[src/rtl/ppc_pkg.sv]
`default_nettype none

package ppc_pkg;

  localparam int unsigned MAX_PERIODS = 1024;
  localparam int unsigned TS_W        = 16;
  localparam int unsigned COUNT_W     = 11;
  localparam int unsigned INDEX_W     = 10;
  localparam int unsigned TOTAL_W     = 32;
  localparam int unsigned CFG_DATA_W  = 32;
  localparam int unsigned CFG_IDX_W   = 1;

  localparam int unsigned COUNT_MAX_I = (1 << COUNT_W) - 1;
  localparam logic [COUNT_W-1:0] COUNT_MAX = COUNT_W'(COUNT_MAX_I);
  localparam logic [COUNT_W-1:0] COUNT_CAP =
    COUNT_W'((MAX_PERIODS > COUNT_MAX_I) ? COUNT_MAX_I : MAX_PERIODS);

  localparam logic [COUNT_W-1:0] TARGET_RESET     = COUNT_W'(5);
  localparam logic [TOTAL_W-1:0] TIME_LIMIT_RESET = '1;

  localparam logic [CFG_IDX_W-1:0] CFG_TARGET_PERIODS = 1'b0;
  localparam logic [CFG_IDX_W-1:0] CFG_TIME_LIMIT     = 1'b1;

  localparam logic CMD_EDGE = 1'b0;
  localparam logic CMD_ARM  = 1'b1;

  typedef enum logic [1:0] {
    PH_IDLE = 2'd0,
    PH_WAIT = 2'd1,
    PH_RUN  = 2'd2
  } phase_t;

  typedef struct packed {
    phase_t              run_phase;
    logic                edge_was_falling;
    logic                record_valid;
    logic [INDEX_W-1:0]  period_index;
    logic [TS_W-1:0]     high_ticks;
    logic [TS_W-1:0]     low_ticks;
    logic [COUNT_W-1:0]  period_count;
    logic [TOTAL_W-1:0]  total_ticks;
    logic                run_done;
  } result_t;

endpackage

`default_nettype wire

[src/rtl/ppc_core.sv]
`default_nettype none

module ppc_core
  import ppc_pkg::*;
(
  input  wire logic                clk,
  input  wire logic                rst_n,
  input  wire logic                fire,
  input  wire logic                cmd,
  input  wire logic [TS_W-1:0]     timestamp,
  input  wire logic [COUNT_W-1:0]  target_periods,
  input  wire logic [TOTAL_W-1:0]  time_limit,
  output result_t                  res
);

  phase_t              phase_r, phase_nxt;
  logic                expect_falling_r, expect_falling_nxt;
  logic [TS_W-1:0]     last_stamp_r, last_stamp_nxt;
  logic [TS_W-1:0]     held_high_r, held_high_nxt;
  logic [COUNT_W-1:0]  count_r, count_nxt;
  logic [TOTAL_W-1:0]  total_r, total_nxt;

  logic                is_arm, is_rise, is_fall, closes_period;
  logic [TS_W-1:0]     elapsed;
  logic [TOTAL_W:0]    sum;
  logic [TOTAL_W-1:0]  total_sat;
  logic [COUNT_W-1:0]  count_inc;
  logic                stop;

  assign is_arm  = (cmd == CMD_ARM);
  assign is_rise = !is_arm && !expect_falling_r;
  assign is_fall = !is_arm && expect_falling_r;
  assign closes_period = is_rise && (phase_r == PH_RUN);

  // Timer wraps at 2^16, so a plain truncated difference is the elapsed time.
  assign elapsed   = timestamp - last_stamp_r;
  assign sum       = {1'b0, total_r} + (TOTAL_W+1)'(held_high_r) + (TOTAL_W+1)'(elapsed);
  assign total_sat = sum[TOTAL_W] ? '1 : sum[TOTAL_W-1:0];
  assign count_inc = (count_r < COUNT_MAX) ? count_r + COUNT_W'(1) : count_r;
  assign stop      = (count_inc >= COUNT_CAP) || (count_inc >= target_periods) ||
                     (total_sat >= time_limit);

  // Next phase.
  always_comb begin
    phase_nxt = phase_r;
    if (is_arm) begin
      phase_nxt = PH_WAIT;
    end else if (is_rise) begin
      unique case (phase_r)
        PH_WAIT: phase_nxt = PH_RUN;
        PH_RUN:  phase_nxt = stop ? PH_IDLE : PH_RUN;
        default: phase_nxt = phase_r;
      endcase
    end
  end

  // Measurement datapath.
  always_comb begin
    expect_falling_nxt = is_arm ? expect_falling_r : !expect_falling_r;
    last_stamp_nxt     = last_stamp_r;
    held_high_nxt      = held_high_r;
    count_nxt          = count_r;
    total_nxt          = total_r;
    if (is_rise && (phase_r == PH_WAIT)) begin
      last_stamp_nxt = timestamp;
      count_nxt      = '0;
      total_nxt      = '0;
    end else if (closes_period) begin
      last_stamp_nxt = timestamp;
      count_nxt      = count_inc;
      total_nxt      = total_sat;
    end else if (is_fall && (phase_r == PH_RUN)) begin
      held_high_nxt  = elapsed;
      last_stamp_nxt = timestamp;
    end
  end

  // Result beat for this item.
  always_comb begin
    res                  = '0;
    res.run_phase        = phase_nxt;
    res.edge_was_falling = is_fall;
    res.record_valid     = closes_period;
    res.period_count     = count_nxt;
    res.total_ticks      = total_nxt;
    res.run_done         = closes_period && stop;
    if (closes_period) begin
      res.period_index = count_r[INDEX_W-1:0];
      res.high_ticks   = held_high_r;
      res.low_ticks    = elapsed;
    end
  end

  always_ff @(posedge clk) begin
    if (!rst_n) begin
      phase_r          <= PH_IDLE;
      expect_falling_r <= 1'b0;
      last_stamp_r     <= '0;
      held_high_r      <= '0;
      count_r          <= '0;
      total_r          <= '0;
    end else if (fire) begin
      phase_r          <= phase_nxt;
      expect_falling_r <= expect_falling_nxt;
      last_stamp_r     <= last_stamp_nxt;
      held_high_r      <= held_high_nxt;
      count_r          <= count_nxt;
      total_r          <= total_nxt;
    end
  end

`ifndef SYNTH
  a_rise_flips_polarity: assert property (@(posedge clk) disable iff (!rst_n)
    fire && is_rise |=> expect_falling_r)
    else $error("polarity did not flip to falling after a rising edge");

  a_arm_waits: assert property (@(posedge clk) disable iff (!rst_n)
    fire && is_arm |=> phase_r == PH_WAIT)
    else $error("arm command did not enter waiting");

  a_start_clears: assert property (@(posedge clk) disable iff (!rst_n)
    fire && is_rise && phase_r == PH_WAIT |=> count_r == '0 && total_r == '0)
    else $error("run start did not clear count and total");

  a_done_closes: assert property (@(posedge clk) disable iff (!rst_n)
    res.run_done |-> res.record_valid && res.run_phase == PH_IDLE)
    else $error("run ended without a period record or without going idle");
`endif

endmodule

`default_nettype wire

[src/rtl/pulse_period_capture_top.sv]
// Pulse period capture: each input beat is an arm command or a pin edge with
// its 16-bit timer stamp, and each beat yields exactly one result beat with
// the run phase, the period record (high and low time) when a rising edge
// closes a period, and the running period count and total time. Throughput
// is one beat per clock while out_stall stays low, set by the single-pass
// period logic; each result passes through one input register, then the
// period logic into the result register. While a result waits on
// out_stall the input register still takes one more beat, after which
// in_stall holds the input side. Configuration writes take effect on the
// next clock and must only be issued while the block is idle.
`default_nettype none

module pulse_period_capture_top
  import ppc_pkg::*;
(
  input  wire logic                  clk,
  input  wire logic                  rst_n,

  input  wire logic                  cfg_we,
  input  wire logic [CFG_IDX_W-1:0]  cfg_index,
  input  wire logic [CFG_DATA_W-1:0] cfg_wdata,

  input  wire logic                  in_valid,
  output logic                       in_stall,
  input  wire logic                  in_cmd,
  input  wire logic [TS_W-1:0]       in_timestamp,

  output logic                       out_valid,
  input  wire logic                  out_stall,
  output logic [1:0]                 out_run_phase,
  output logic                       out_edge_was_falling,
  output logic                       out_record_valid,
  output logic [INDEX_W-1:0]         out_period_index,
  output logic [TS_W-1:0]            out_high_ticks,
  output logic [TS_W-1:0]            out_low_ticks,
  output logic [COUNT_W-1:0]         out_period_count,
  output logic [TOTAL_W-1:0]         out_total_ticks,
  output logic                       out_run_done
);

  logic [COUNT_W-1:0]  target_periods_r;
  logic [TOTAL_W-1:0]  time_limit_r;

  logic                in_full_r, in_full_nxt;
  logic                in_cmd_r;
  logic [TS_W-1:0]     in_ts_r;
  logic                out_valid_r, out_valid_nxt;
  result_t             out_res_r;
  result_t             res;

  logic                in_take, advance;

  // The held beat moves on whenever the result register is free or drains.
  assign advance     = in_full_r && (!out_valid_r || !out_stall);
  assign in_stall    = in_full_r && !advance;
  assign in_take     = in_valid && !in_stall;
  assign in_full_nxt = in_take || (in_full_r && !advance);
  assign out_valid_nxt = advance || (out_valid_r && out_stall);

  always_ff @(posedge clk) begin
    if (!rst_n) begin
      target_periods_r <= TARGET_RESET;
      time_limit_r     <= TIME_LIMIT_RESET;
    end else if (cfg_we) begin
      unique case (cfg_index)
        CFG_TARGET_PERIODS: target_periods_r <= cfg_wdata[COUNT_W-1:0];
        CFG_TIME_LIMIT:     time_limit_r     <= cfg_wdata[TOTAL_W-1:0];
        default: ;
      endcase
    end
  end

  always_ff @(posedge clk) begin
    if (!rst_n) begin
      in_full_r   <= 1'b0;
      out_valid_r <= 1'b0;
    end else begin
      in_full_r   <= in_full_nxt;
      out_valid_r <= out_valid_nxt;
    end
  end

  always_ff @(posedge clk) begin
    if (in_take) begin
      in_cmd_r <= in_cmd;
      in_ts_r  <= in_timestamp;
    end
    if (advance) begin
      out_res_r <= res;
    end
  end

  ppc_core u_core (
    .clk            (clk),
    .rst_n          (rst_n),
    .fire           (advance),
    .cmd            (in_cmd_r),
    .timestamp      (in_ts_r),
    .target_periods (target_periods_r),
    .time_limit     (time_limit_r),
    .res            (res)
  );

  assign out_valid            = out_valid_r;
  assign out_run_phase        = out_res_r.run_phase;
  assign out_edge_was_falling = out_res_r.edge_was_falling;
  assign out_record_valid     = out_res_r.record_valid;
  assign out_period_index     = out_res_r.period_index;
  assign out_high_ticks       = out_res_r.high_ticks;
  assign out_low_ticks        = out_res_r.low_ticks;
  assign out_period_count     = out_res_r.period_count;
  assign out_total_ticks      = out_res_r.total_ticks;
  assign out_run_done         = out_res_r.run_done;

endmodule

`default_nettype wire

[config.mk]
export PLATFORM = sky130hd
export DESIGN_NAME = pulse_period_capture_top
export DESIGN_NICKNAME = d
export VERILOG_FILES = /design/src/rtl/ppc_pkg.sv /design/src/rtl/ppc_core.sv /design/src/rtl/pulse_period_capture_top.sv
export SDC_FILE = /design/constraint.sdc
export NUM_CORES = 1
export LEC_CHECK = 0
export BUFFER_PORTS_ARGS = -buffer_cell sky130_fd_sc_hd__buf_2
export CORE_UTILIZATION = 45
export CTS_CLUSTER_DIAMETER = 50
export DETAILED_ROUTE_END_ITERATION = 16
export PLACE_DENSITY = 0.67
export REMOVE_ABC_BUFFERS = 1
export SLEW_MARGIN = 20
export SYNTH_ARGS = -nofsm -noshare
export SYNTH_HDL_FRONTEND = slang
export SYNTH_SLANG_ARGS = --single-unit
export TNS_END_PERCENT = 10
[constraint.sdc]
create_clock -name clk -period 6.47 [get_ports clk]
set_input_delay 0.9705 -clock clk [delete_from_list [all_inputs] [get_ports clk]]
set_output_delay 0.9705 -clock clk [all_outputs]
set_load 0.03 [all_outputs]
==> flow_summary.yaml <==
floorplanning:
  start_util: 0.462
  io-pin-count: 147
  die_h_um: 169
  die_w_um: 169
  rows: 60
  die_area_mm2: 0.0286
  core_region_area_mm2: 0.0272
critical_path:
  worst_path_most_repeated_cell: "a21oi_2"
  cp.required_ns: 6.86
  crit_cells: 32
  cp_max_fo: 6
  cp_slowest_stage_delay_ns: 0.49
  arrival_ns: 6.61
  start_kind: "flip-flop"
  path_class: "flip-flop to flip-flop"
  critPathTopFamily: "compound AO/OA/AOI/OAI gates"
  path_buf_inv: 6
  worstSetupEndpointType: "flip-flop"
  reg2reg_depth: 32
  cp_slowest_cell: "fa_1"
placed_design:
  dp_cells: 1854
  gp_congestion: 0.883
  dpl_cell_area_mm2: 0.0139
  port_buffers: 146
  dp_hpwl_mm: 21.8
drt:
  routedWlPerCell_um: 16.0
  drt_iter0_markers: 756
  drt_wl_total_mm: 30.8
  dr.pass1.iters: 5
  drc: 0
  viasPerCell: 5.24
  drtAntennaViolNets: 0
  vias: 10000
yosys:
  seq_area_frac_synth: 0.452
  synth_edf_count: 107
  syn_inst: 1347
  syn_area_mm2: 0.0126
  avgSynthCellArea_um2: 9.32
  synthFlopType: "dfxtp_1"
  synth_warnings: 0
  yosys_register_bits: 230
  synth_cell_type_count: 73
  async_reset_ff_frac: 0
cells_and_area:
  antennaDiodeCount: 0
  fill_cells: 2476
  drive_above_1_share: 0.217
  area_growth_pct: 22.0
  layoutNonFillerInstCount: 1918
  design_area_mm2: 0.0153
  final_nets: 1672
clocking:
  h-tree-depth: 1
  clkTransAtPathRegs_ns: 0.06
  cts_tree: "done"
  worstSkewPairLatency_ns: 0.55
  cts_root_buf: "clkbuf_16"
  cts_buffers: 31
  numClockSinks: 230
  clockBufferDepth: 3
global_routing:
  grt_overflow: 0
  grt_pass1_vias: 9730
  antenna_found_initial: 0
  grt_pass1_wl_mm: 49.4
  grt_use_total: 0.215
  grt_start_max_net_pins: 79
power_and_ir_drop:
  powerDensity_mw_per_mm2: 254
  irDropWorstVdd_mv: 0.206
  p_leak_uw: 0.00646
sta:
  fmax_mhz: 161
  slew_headroom: 0.422
  hold_viol_final: 0
  period_share: 0.961
  finalSetupViolCount: 0
  final_max_slew_viol_count: 0
  tightestPinTransition_ns: 0.867
  fin_worst_skew_ns: 0.0110
  fin_crit_ns: 6.21
run_status:
  status: "completed"
worst_hold_path:
  min_path_cells: 2
  hold_class: "flip-flop to flip-flop"
flow_run:
  drv_cap: 0
-- cell type report --
type,instances,area (um^2),area share
Tap cell,372,465,0.0304
Clock buffer,34,797,0.0520
Clock inverter,24,302,0.0197
Multi-Input combinational cell,913,6360,0.415
Sequential cell,230,5680,0.371
Inverter,141,532,0.0347
Timing Repair Buffer,204,1180,0.0773
-- cells in the mapped netlist, types with 4 or more instances --
cell type / instances / area (um^2)
and4_1: 4 / 35.0
buf_2: 6 / 30.0
nand3_1: 23 / 115
nor2_1: 76 / 285
edfxtp_1: 107 / 3210
o2bb2ai_1: 9 / 78.8
nand2_1: 206 / 773
fa_1: 18 / 360
a211oi_1: 8 / 60.1
o211ai_1: 39 / 293
xor2_1: 18 / 158
ha_1: 78 / 976
a21oi_1: 52 / 260
nor3_1: 10 / 50.1
nor2b_1: 25 / 156
a21o_1: 19 / 143
inv_1: 141 / 529
and2_1: 30 / 188
xnor2_1: 23 / 201
o21ai_2: 4 / 35.0
o21a_1: 7 / 52.6
o22ai_1: 8 / 50.1
a21boi_0: 39 / 293
o21ai_0: 81 / 405
a31oi_1: 10 / 62.6
a22oi_1: 15 / 113
a22o_1: 14 / 123
dfxtp_1: 123 / 2460
and3_1: 10 / 62.6
clkbuf_1: 46 / 173
or3_1: 5 / 31.3
buf_1: 7 / 26.3
nand4_1: 9 / 56.3
nand2b_1: 14 / 87.6
-- worst register-to-register path, delay by kind of cell, from the launching register on --
kind / cells / cell delay (ns)
fa+ha+maj: 5 / 1.58
flops: 1 / 0.38
buf+inv: 6 / 0.56
xor+xnor: 1 / 0.07
compound gates: 14 / 2.61
simple gates: 6 / 0.87
-- power breakdown --
group | internal [uW] | total [uW] | switching [uW]
sequential | 1580 | 1600 | 22.7
clock | 1110 | 1790 | 685
combinational | 180 | 491 | 312
total | 2870 | 3880 | 1020
-- worst paths after layout --
| check | slack, ns | start | endpoint |
|---|---|---|---|
| worst max-delay path | 0.26 | in_ts_r[0]$_DFFE_PP_ | out_run_phase[1]$_DFFE_PP_ |
| worst min-delay path | 0.46 | u_core.last_stamp_r[5]$_SDFFE_PN0P_ | u_core.last_stamp_r[5]$_SDFFE_PN0P_ |
| worst max register to register | 0.26 | in_ts_r[0]$_DFFE_PP_ | out_run_phase[1]$_DFFE_PP_ |
| worst min register to register | 0.46 | u_core.last_stamp_r[5]$_SDFFE_PN0P_ | u_core.last_stamp_r[5]$_SDFFE_PN0P_ |
-- cells in the final DEF (no fill, tap or decap), types with 21 or more instances in the layout --
master     netlist  final
xnor2_1         23     21
dfxtp_1        123    123
nand3_1         23     22
clkbuf_16        0     31
ha_1            78     70
edfxtp_1       107    107
nor2_1          76     71
a21boi_0        39     39
buf_2            6    145
a21oi_1         52     44
o21ai_0         81     78
and2_1          30     29
nand2_1        206    203
o211ai_1        39     39
inv_1          141    138
buf_4            2     55
nor2b_1         25     24
-- per-layer routing --
layer | global-route usage | vias up | share of wire
met5 | 0 | - | 0
met1 | 0.291 | 4693 | 0.46
met4 | 0.0611 | 0 | 0.024
li1 | - | 5014 | -
met2 | 0.361 | 292 | 0.46
met3 | 0.0285 | 48 | 0.057
-- cell families (layout without fill, tap and decap cells) --
logic type | count (synthesis) | after routing | share of synthesized area
adder cells (fa/ha/maj) | 96 | 96 | 0.106
buffers and inverters | 204 | 403 | 0.0634
flip-flops | 230 | 230 | 0.452
AND/OR/NAND/NOR | 435 | 435 | 0.163
multiplexers | 3 | 3 | 0.00279
XOR/XNOR | 41 | 41 | 0.0286
AO/OA/AOI/OAI | 338 | 338 | 0.184
-- flip-flops by register name, indices dropped and copies added, names as in the netlist, 2 cells and up --
name	count
in_ts_r	16
out_high_ticks	16
out_low_ticks	16
out_period_count	11
out_period_index	10
out_run_phase	2
out_total_ticks	32
target_periods_r	11
time_limit_r	32
u_core.count_r	11
u_core.held_high_r	16
u_core.last_stamp_r	16
u_core.phase_r	2
u_core.total_r	32
-- stage by stage --
step	worst slack [ns]	util	hold WS, ns	total power (uW)	setup TNS (ns)
floorplan	-0.140	-	0.443	1920	-0.174
global placement	-0.0236	0.511	0.450	2080	-0.0280
detailed placement	-0.245	0.511	0.458	2090	-0.587
CTS	0.0255	0.554	0.466	3900	0
global route	-0.0314	0.564	0.481	4030	-0.0574
finish	0.255	0.564	0.461	3880	0
-- timing repair --
item                                    CTS  global route
buffers inserted                          2             4
hold buffers                              0             0
resized for setup                        10            44
endpoints found under the hold margin     0             0
endpoints found under the setup margin    3             3
pin swaps                                11            27
Power figures use the tool's default switching activity.
